==> src/rtl/core/klmc_pkg.sv <==
package klmc_pkg;

	localparam int MAX_PATTERN = 64;
	localparam int PIDX_W = $clog2(MAX_PATTERN);
	localparam int PREF_W = $clog2(MAX_PATTERN + 1);
	localparam int LEN_W = 7;
	localparam int IDX_W = 6;
	localparam int BYTE_W = 8;
	localparam int CNT_W = 32;

	localparam logic [BYTE_W-1:0] NEWLINE_BYTE = 8'h0A;
	localparam logic [BYTE_W-1:0] UPPER_FIRST = 8'h41;
	localparam logic [BYTE_W-1:0] UPPER_LAST = 8'h5A;
	localparam logic [BYTE_W-1:0] CASE_OFFSET = 8'h20;

	localparam logic [1:0] REQ_LOAD = 2'd0;
	localparam logic [1:0] REQ_TEXT = 2'd1;
	localparam logic [1:0] REQ_EOF = 2'd2;

	localparam logic RESULT_LINE = 1'b0;
	localparam logic RESULT_TOTAL = 1'b1;

	typedef enum logic [2:0] {
		ST_IDLE,
		ST_CMP,
		ST_WRAP,
		ST_LINE_END,
		ST_TOTAL
	} state_t;

	typedef struct packed {
		logic incr;
		logic line_end;
		logic eof_after;
		logic total;
	} res_cmd_t;

	function automatic logic [BYTE_W-1:0] fold(input logic [BYTE_W-1:0] b);
		logic [BYTE_W-1:0] c;
		c = b;
		if (b >= UPPER_FIRST && b <= UPPER_LAST) begin
			c = b + CASE_OFFSET;
		end
		return c;
	endfunction

endpackage

==> src/rtl/core/klmc_ram.sv <==
module klmc_ram #(
	parameter int WIDTH = 8,
	parameter int DEPTH = 64
) (
	input  logic                     clk,
	input  logic                     wr_en,
	input  logic [$clog2(DEPTH)-1:0] wr_addr,
	input  logic [WIDTH-1:0]         wr_data,
	input  logic [$clog2(DEPTH)-1:0] rd_addr,
	output logic [WIDTH-1:0]         rd_data
);

	logic [WIDTH-1:0] mem_q [DEPTH];

	always_ff @(posedge clk) begin
		if (wr_en) begin
			mem_q[wr_addr] <= wr_data;
		end
		rd_data <= mem_q[rd_addr];
	end

endmodule

==> src/rtl/core/klmc_engine.sv <==
module klmc_engine
	import klmc_pkg::*;
(
	input  logic             clk,
	input  logic             arst_n,
	input  logic             in_valid,
	output logic             in_stall,
	input  logic [1:0]       req_type,
	input  logic [IDX_W-1:0] pattern_index,
	input  logic [BYTE_W-1:0] data_byte,
	input  logic [LEN_W-1:0] pattern_length,
	output res_cmd_t         cmd,
	input  logic             res_ready
);

	state_t state_q, state_d;

	logic [BYTE_W-1:0] c_q;
	logic [PIDX_W-1:0] idx_q;
	logic              build_q;
	logic              eof_q;
	logic [PREF_W-1:0] m_q;
	logic [PREF_W-1:0] j_q, j_d;
	logic [PIDX_W-1:0] bp_q;
	logic [PREF_W-1:0] mp_q;
	logic              line_open_q;

	logic              acc;
	logic [BYTE_W-1:0] c_in;
	logic              idx_ok;
	logic [PIDX_W-1:0] idx_in;
	logic [PREF_W-1:0] m_in;
	logic [PREF_W-1:0] j0_build;
	logic [PREF_W-1:0] j0_text;

	logic              pat_we;
	logic [PIDX_W-1:0] pat_ra;
	logic [BYTE_W-1:0] pat_rd;
	logic              fail_we;
	logic [PIDX_W-1:0] fail_wa;
	logic [PIDX_W-1:0] fail_wd;
	logic [PIDX_W-1:0] fail_ra;
	logic [PIDX_W-1:0] fail_rd;

	logic              eq;
	logic              fall;
	logic [PREF_W-1:0] jn;
	logic              wrap_hit;

	assign acc = in_valid && (state_q == ST_IDLE);
	assign in_stall = (state_q != ST_IDLE);
	assign c_in = fold(data_byte);
	assign idx_ok = 32'(pattern_index) < 32'(MAX_PATTERN);
	assign idx_in = PIDX_W'(pattern_index);

	always_comb begin
		if (pattern_length == '0) begin
			m_in = PREF_W'(1);
		end else if (32'(pattern_length) > 32'(MAX_PATTERN)) begin
			m_in = PREF_W'(MAX_PATTERN);
		end else begin
			m_in = PREF_W'(pattern_length);
		end
	end

	assign j0_build = (bp_q >= idx_in) ? '0 : PREF_W'(bp_q);
	assign j0_text = (mp_q >= m_in) ? '0 : mp_q;

	assign eq = (c_q == pat_rd);
	assign fall = !eq && (j_q != '0);
	assign jn = j_q + PREF_W'(eq);
	assign wrap_hit = !build_q && (jn == m_q);

	klmc_ram #(
		.WIDTH(BYTE_W),
		.DEPTH(MAX_PATTERN)
	) u_pat_ram (
		.clk    (clk),
		.wr_en  (pat_we),
		.wr_addr(idx_in),
		.wr_data(c_in),
		.rd_addr(pat_ra),
		.rd_data(pat_rd)
	);

	klmc_ram #(
		.WIDTH(PIDX_W),
		.DEPTH(MAX_PATTERN)
	) u_fail_ram (
		.clk    (clk),
		.wr_en  (fail_we),
		.wr_addr(fail_wa),
		.wr_data(fail_wd),
		.rd_addr(fail_ra),
		.rd_data(fail_rd)
	);

	always_comb begin
		state_d = state_q;
		case (state_q)
			ST_IDLE: begin
				if (acc) begin
					case (req_type)
						REQ_LOAD: begin
							if (idx_ok && idx_in != '0) begin
								state_d = ST_CMP;
							end
						end
						REQ_TEXT: state_d = ST_CMP;
						REQ_EOF:  state_d = line_open_q ? ST_LINE_END : ST_TOTAL;
						default:  state_d = ST_IDLE;
					endcase
				end
			end
			ST_CMP: begin
				if (fall) begin
					state_d = ST_CMP;
				end else if (build_q) begin
					state_d = ST_IDLE;
				end else if (wrap_hit) begin
					state_d = ST_WRAP;
				end else if (c_q == NEWLINE_BYTE) begin
					state_d = ST_LINE_END;
				end else begin
					state_d = ST_IDLE;
				end
			end
			ST_WRAP: state_d = (c_q == NEWLINE_BYTE) ? ST_LINE_END : ST_IDLE;
			ST_LINE_END: begin
				if (res_ready) begin
					state_d = eof_q ? ST_TOTAL : ST_IDLE;
				end
			end
			ST_TOTAL: begin
				if (res_ready) begin
					state_d = ST_IDLE;
				end
			end
			default: state_d = ST_IDLE;
		endcase
	end

	always_comb begin
		pat_we = 1'b0;
		fail_we = 1'b0;
		fail_wa = idx_in;
		fail_wd = '0;
		cmd = '0;
		j_d = j_q;
		case (state_q)
			ST_IDLE: begin
				if (acc) begin
					case (req_type)
						REQ_LOAD: begin
							if (idx_ok) begin
								pat_we = 1'b1;
								if (idx_in == '0) begin
									fail_we = 1'b1;
								end else begin
									j_d = j0_build;
								end
							end
						end
						REQ_TEXT: j_d = j0_text;
						default:  j_d = j_q;
					endcase
				end
			end
			ST_CMP: begin
				if (fall) begin
					j_d = PREF_W'(fail_rd);
				end else if (build_q) begin
					fail_we = 1'b1;
					fail_wa = idx_q;
					fail_wd = PIDX_W'(jn);
				end else if (wrap_hit) begin
					cmd.incr = 1'b1;
				end
			end
			ST_LINE_END: begin
				cmd.line_end = 1'b1;
				cmd.eof_after = eof_q;
			end
			ST_TOTAL: cmd.total = 1'b1;
			default: cmd = '0;
		endcase
		pat_ra = PIDX_W'(j_d);
		if (state_q == ST_CMP && !fall && wrap_hit) begin
			fail_ra = PIDX_W'(m_q - PREF_W'(1));
		end else begin
			fail_ra = PIDX_W'(j_d - PREF_W'(1));
		end
	end

	always_ff @(posedge clk) begin
		j_q <= j_d;
		if (acc) begin
			c_q <= c_in;
			idx_q <= idx_in;
			build_q <= (req_type == REQ_LOAD);
			m_q <= m_in;
		end
	end

	always_ff @(posedge clk or negedge arst_n) begin
		if (!arst_n) begin
			state_q <= ST_IDLE;
			bp_q <= '0;
			mp_q <= '0;
			line_open_q <= 1'b0;
			eof_q <= 1'b0;
		end else begin
			state_q <= state_d;
			case (state_q)
				ST_IDLE: begin
					if (acc) begin
						eof_q <= (req_type == REQ_EOF);
						if (req_type == REQ_LOAD && idx_ok && idx_in == '0) begin
							bp_q <= '0;
						end
					end
				end
				ST_CMP: begin
					if (!fall) begin
						if (build_q) begin
							bp_q <= PIDX_W'(jn);
						end else if (!wrap_hit) begin
							mp_q <= jn;
							line_open_q <= 1'b1;
						end
					end
				end
				ST_WRAP: begin
					mp_q <= PREF_W'(fail_rd);
					line_open_q <= 1'b1;
				end
				ST_LINE_END, ST_TOTAL: begin
					if (res_ready) begin
						mp_q <= '0;
						line_open_q <= 1'b0;
					end
				end
				default: line_open_q <= line_open_q;
			endcase
		end
	end

endmodule

==> src/rtl/core/klmc_result.sv <==
module klmc_result
	import klmc_pkg::*;
(
	input  logic             clk,
	input  logic             arst_n,
	input  res_cmd_t         cmd,
	output logic             res_ready,
	output logic             out_valid,
	input  logic             out_stall,
	output logic             result_kind,
	output logic [CNT_W-1:0] line_number,
	output logic [CNT_W-1:0] match_count,
	output logic             last_result
);

	logic [CNT_W-1:0] lm_q;
	logic [CNT_W-1:0] line_q;
	logic [CNT_W-1:0] total_q;
	logic             out_valid_q;
	logic             kind_q;
	logic [CNT_W-1:0] line_out_q;
	logic [CNT_W-1:0] count_out_q;
	logic             last_q;

	logic             out_free;
	logic             has;
	logic             push_line;
	logic             push_total;
	logic [CNT_W:0]   total_sum;
	logic [CNT_W-1:0] total_sat;

	assign out_free = !out_valid_q || !out_stall;
	assign has = (lm_q != '0);
	assign res_ready = out_free || (!cmd.total && !has);
	assign push_line = cmd.line_end && has && out_free;
	assign push_total = cmd.total && out_free;
	assign total_sum = {1'b0, total_q} + {1'b0, lm_q};
	assign total_sat = total_sum[CNT_W] ? '1 : total_sum[CNT_W-1:0];

	assign out_valid = out_valid_q;
	assign result_kind = kind_q;
	assign line_number = line_out_q;
	assign match_count = count_out_q;
	assign last_result = last_q;

	always_ff @(posedge clk or negedge arst_n) begin
		if (!arst_n) begin
			lm_q <= '0;
			line_q <= CNT_W'(1);
			total_q <= '0;
			out_valid_q <= 1'b0;
		end else begin
			if (cmd.incr && lm_q != '1) begin
				lm_q <= lm_q + CNT_W'(1);
			end
			if (cmd.line_end && res_ready) begin
				if (has) begin
					total_q <= total_sat;
				end
				if (line_q != '1) begin
					line_q <= line_q + CNT_W'(1);
				end
				lm_q <= '0;
			end
			if (push_total) begin
				lm_q <= '0;
				line_q <= CNT_W'(1);
				total_q <= '0;
			end
			if (push_line || push_total) begin
				out_valid_q <= 1'b1;
			end else if (!out_stall) begin
				out_valid_q <= 1'b0;
			end
		end
	end

	always_ff @(posedge clk) begin
		if (push_line) begin
			kind_q <= RESULT_LINE;
			line_out_q <= line_q;
			count_out_q <= lm_q;
			last_q <= !cmd.eof_after;
		end else if (push_total) begin
			kind_q <= RESULT_TOTAL;
			line_out_q <= '0;
			count_out_q <= total_q;
			last_q <= 1'b1;
		end
	end

endmodule

==> src/rtl/core/kmp_line_match_counter_top.sv <==
// Case-insensitive KMP line match counter. Pattern bytes are loaded in order
// from index 0 and their failure links are built on the fly; text bytes are
// then matched, counting overlapping hits, with one result per line that holds
// matches and a file total on end of file. The pattern and failure links live
// in two synchronous RAMs. Each comparison reads the RAMs and then compares
// in the compare state; on a mismatch with a nonzero matched prefix the KMP
// fallback takes the failure link and compares again. A text byte that
// completes a match passes through a wrap state to fetch the wrap link, a
// newline passes through a line-end state to close the line, and an end of
// file closes any open line and then reports the total. The block takes no
// new item until it is back in its idle state.
// Results pass through a one-entry output register; closing a line with
// matches or reporting the total waits while that register is held by a stall.
// The pattern length register may be written at any time the block is idle.
module kmp_line_match_counter_top
	import klmc_pkg::*;
(
	input  logic              clk,
	input  logic              arst_n,
	input  logic              in_valid,
	output logic              in_stall,
	input  logic [1:0]        req_type,
	input  logic [IDX_W-1:0]  pattern_index,
	input  logic [BYTE_W-1:0] data_byte,
	output logic              out_valid,
	input  logic              out_stall,
	output logic              result_kind,
	output logic [CNT_W-1:0]  line_number,
	output logic [CNT_W-1:0]  match_count,
	output logic              last_result,
	input  logic              cfg_valid,
	output logic              cfg_ready,
	input  logic [LEN_W-1:0]  cfg_data
);

	logic [LEN_W-1:0] len_q;
	res_cmd_t         cmd;
	logic             res_ready;

	assign cfg_ready = 1'b1;

	always_ff @(posedge clk or negedge arst_n) begin
		if (!arst_n) begin
			len_q <= LEN_W'(1);
		end else if (cfg_valid && cfg_ready) begin
			len_q <= cfg_data;
		end
	end

	klmc_engine u_engine (
		.clk           (clk),
		.arst_n        (arst_n),
		.in_valid      (in_valid),
		.in_stall      (in_stall),
		.req_type      (req_type),
		.pattern_index (pattern_index),
		.data_byte     (data_byte),
		.pattern_length(len_q),
		.cmd           (cmd),
		.res_ready     (res_ready)
	);

	klmc_result u_result (
		.clk        (clk),
		.arst_n     (arst_n),
		.cmd        (cmd),
		.res_ready  (res_ready),
		.out_valid  (out_valid),
		.out_stall  (out_stall),
		.result_kind(result_kind),
		.line_number(line_number),
		.match_count(match_count),
		.last_result(last_result)
	);

endmodule

==> config.mk <==
export PLATFORM = sky130hd
export DESIGN_NAME = kmp_line_match_counter_top
export DESIGN_NICKNAME = d
export VERILOG_FILES = /design/src/rtl/core/klmc_pkg.sv /design/src/rtl/core/klmc_ram.sv /design/src/rtl/core/klmc_engine.sv /design/src/rtl/core/klmc_result.sv /design/src/rtl/core/kmp_line_match_counter_top.sv
export SDC_FILE = /design/constraint.sdc
export NUM_CORES = 2
export LEC_CHECK = 0
export BUFFER_PORTS_ARGS = -buffer_cell sky130_fd_sc_hd__buf_2
export CAP_MARGIN = 0
export CORE_MARGIN = 2
export CORE_UTILIZATION = 50
export CTS_CLUSTER_SIZE = 14
export DETAILED_ROUTE_END_ITERATION = 6
export PLACE_DENSITY = 0.74
export SYNTH_ARGS = -nofsm -noshare
export SYNTH_HDL_FRONTEND = slang
export SYNTH_SLANG_ARGS = --single-unit
==> constraint.sdc <==
create_clock -name clk -period 5.8 [get_ports clk]
set_input_delay 1.16 -clock clk [delete_from_list [all_inputs] [get_ports clk]]
set_output_delay 1.16 -clock clk [all_outputs]
set_load 0.01 [all_outputs]
==> flow_summary.json <==
{
  "viasPerCell": 5.93,
  "die-area_um2": 99100,
  "avgSynthCellArea_um2": 14.5,
  "post-dp-hpwl_mm": 67.7,
  "cts_tree": "yes",
  "fin_crit_ps": 5450,
  "grt_max_degree": 194,
  "root_buffer": "clkbuf_16",
  "antenna_found_initial": 12,
  "io_buffers": 95,
  "grt-ovfl-total": 0,
  "fp.dieW_um": 315,
  "num_rows": 114,
  "syn_nets": 3419,
  "rsz0062_at_grt": "no",
  "gr-max-usage-layer": "met2",
  "track_usage_pct": 21.9,
  "rr_worst_depth": 19,
  "status": "complete, no violations",
  "htree_levels": 3,
  "num_io_pins": 97,
  "die_h_um": 315,
  "path_max_fanout": 25,
  "clk_pin_slew_ps": 60,
  "start_kind": "flip-flop",
  "yosysWarningCount": 0,
  "fmax_ghz": 0.183,
  "worst_pin_slew_ps": 1230,
  "crit_required_ps": 6370,
  "clock_latency_ps": 710,
  "critPathArrivalTime_ps": 6020,
  "wl_mm": 109,
  "synth_edf_count": 984,
  "fin_skew_ps": 26.1,
  "synth_cell_type_count": 93,
  "dr.pass1.iters": 5,
  "netlist_area_um2": 48300,
  "worstSetupPathType": "flip-flop to flip-flop",
  "drv_cap": 0,
  "irDropWorstVdd_v": 0.000859,
  "critPathSlowestCell": "mux4_2",
  "synth_top_flop_cell": "edfxtp_1",
  "cts_inserted_buffers": 109,
  "fin_nets": 3520,
  "finalHoldViolations": 0,
  "drive_above_1_share_pct": 14.5,
  "ant_nets": 0,
  "synth-seq-cells": 1127,
  "r2r_setup_slack_ps": 350,
  "cts.sinks": 1127,
  "dp.cells": 4604,
  "max-slew-margin-rel_pct": 17.7,
  "drc": 0,
  "start_util_pct": 50.2,
  "grt_use_met2_pct": 34.7,
  "gp_congestion": 0.901,
  "vias": 28500,
  "critPathCaptureType": "flip-flop",
  "cp_cell_sequence": "xnor2_1 > nand4_1 > or2_2 > inv_1 > ha_1 > ha_1 > xor2_1 > a311oi_1 > nand4_1 > a2111oi_4 > nand3b_4 > mux2i_4 > ha_4 > buf_12 > mux4_2 > mux2_2 > o22ai_1 > a221o_1 > mux2i_1",
  "async_reset_ff_share_pct": 10.8,
  "cts_hold_buf": 0,
  "setup-violations-final": 0,
  "drv_slew": 0,
  "first_global_vias": 28000,
  "tns_ps": 0,
  "fin_cells": 4810,
  "dpl_worst_slack_ps": 304,
  "synth_seq_area_share_pct": 68.4,
  "leakage_nw": 19.3,
  "cts.path.max_buffers": 3,
  "hold_path.class": "flip-flop to flip-flop",
  "crit_family": "compound AO/OA/AOI/OAI gates",
  "use_met3_pct": 4.32,
  "hold_start": "len_q[6]",
  "avgRoutedWirePerCell_um": 22.6,
  "timing.final.ws_setup_ps": 348,
  "holdPathStages": 0,
  "gr-usage-met1_pct": 30.9,
  "dr.first_iter.drc_count": 3160,
  "r2r-start": "u_engine.c_q[6]",
  "core_area_um2": 96300,
  "grt_pass1_wl_mm": 167,
  "syn2layout_area_growth_pct": 11.6,
  "period_share_pct": 94.0,
  "power_mw": 29.4,
  "cpPeakStageDelay_ps": 540,
  "crit_buf_inv": 2,
  "powerDensity_nw_per_um2": 546,
  "worstHoldEndpoint": "u_engine.m_q[6]",
  "synth_cells": 3338,
  "crit-reg2reg-capture": "u_engine.u_fail_ram.rd_data[4]"
}
## timing repair
action,CTS,global route
setup endpoints to repair,0,1
endpoints found under the hold margin,0,0
setup buffers,0,0
gates resized for setup,0,1
## worst register-to-register path, stage by stage (launching register included)
cell       delay, ps
edfxtp_1         400
xnor2_1          190
nand4_1          210
or2_2            390
inv_1             70
ha_1             170
ha_1             270
xor2_1           170
a311oi_1         240
nand4_1          170
a2111oi_4        510
nand3b_4         170
mux2i_4          250
ha_4             480
buf_12           260
mux4_2           570
mux2_2           290
o22ai_1          280
a221o_1          160
mux2i_1           70
## synthesized netlist by cell type, drive strengths merged (19+ instances only)
library cell / count / area, um^2
inv: 43 / 161
dfrtp: 120 / 3000
dfxtp: 21 / 420
a311oi: 36 / 339
and2: 107 / 669
nor2: 353 / 1330
o211ai: 37 / 278
a211oi: 86 / 646
ha: 52 / 651
xnor2: 33 / 297
nor3: 19 / 111
o21ai: 91 / 463
nand3: 103 / 515
buf: 62 / 358
edfxtp: 984 / 29500
a31oi: 39 / 250
mux2i: 188 / 1900
mux4: 96 / 2160
a21o: 27 / 203
nand4: 26 / 163
a21oi: 101 / 513
clkbuf: 103 / 387
nand2: 303 / 1140
xor2: 70 / 613
mux2: 53 / 604
## cells by family (layout without fill, tap and decap cells)
kind of cell             after synthesis  in the layout  share of synthesized area [%]
AO/OA/AOI/OAI                        503            503                           7.16
XOR/XNOR                             106            106                           2.03
adder cells (fa/ha/maj)               53             53                           1.39
buffers and inverters                208            402                           1.87
flip-flops                          1127           1127                           68.4
multiplexers                         337            337                           9.65
other                                  1              3                        0.00776
AND/OR/NAND/NOR                     1003           1003                           9.53
## layout by cell type (no fill, tap or decap), types with 14 or more instances in the layout
cell type	count
buf_4	49
nand2b_1	14
nor2_1	347
xnor2_1	32
a21oi_1	97
nand3_1	103
a21o_1	27
a211oi_1	86
mux4_2	96
clkbuf_1	23
and3_1	14
buf_2	94
edfxtp_1	984
dfrtp_1	120
nor3_1	17
a211o_1	16
a311oi_1	34
a31oi_1	38
and2_1	96
dfxtp_1	21
clkbuf_16	110
nand4_1	26
mux2i_1	185
ha_1	51
xor2_1	70
clkinv_1	16
clkinv_2	19
o211ai_1	37
nand2_1	302
inv_1	40
mux2_2	45
o21ai_0	85
## power breakdown
group          leakage, nW  switching (mW)  total [mW]  internal, mW
Clock                 1.73            3.08        7.09          4.01
Combinational         6.59            7.49        12.8          5.31
Sequential            11.0           0.319        9.52          9.20
Total                 19.3            10.9        29.4          18.5
## state kept, by name, summed over array words and instances (netlist names), 7 cells and up
register	cells
len_q	7
u_engine.mp_q	7
u_engine.u_pat_ram.mem_q	512
u_result.line_q	32
u_engine.u_fail_ram.mem_q	384
u_engine.u_pat_ram.rd_data	8
u_result.line_number	32
u_engine.m_q	7
u_result.total_q	32
u_result.lm_q	32
u_engine.j_q	7
u_result.match_count	32
u_engine.c_q	8
## per-layer routing
metal  vias up  wire length [um]
li1      12900                 -
met1     14200             45500
met2      1150             51100
met3       220              9130
met4        20              2940
met5         -               128
## cell type report
class	instances	area, um^2
Antenna cell	2	5.00
Timing Repair Buffer	155	1070
Clock buffer	141	2950
Sequential cell	1127	33000
Inverter	43	169
Tap cell	1276	1600
Multi-Input combinational cell	2003	14500
Clock inverter	63	627
Fill cell	7424	42400
## stage by stage
stage	instance area, um^2	hold slack, ps	utilization [%]
after floorplan	48300	470	-
after global routing	53900	504	56.0
after detailed placement	50300	478	52.3
final	53900	491	56.0
after CTS	53900	497	56.0
after global placement	50300	459	52.3
## worst max path at each step
stage	startpoint	end	slack [ps]	cells after the start
6_report	u_engine.c_q[6]	u_engine.u_fail_ram.rd_data[4]	350	19
5_1_grt	u_engine.c_q[0]	u_engine.u_fail_ram.rd_data[1]	30	19
2_1_floorplan	pattern_index[3]	u_engine.u_fail_ram.rd_data[0]	9	19
3_5_place_dp	pattern_index[0]	u_engine.u_fail_ram.rd_data[4]	300	16
3_3_place_gp	pattern_index[0]	u_engine.u_fail_ram.rd_data[4]	400	16
4_1_cts	u_engine.c_q[6]	u_engine.u_fail_ram.rd_data[4]	330	19
Power figures use the tool's default switching activity.
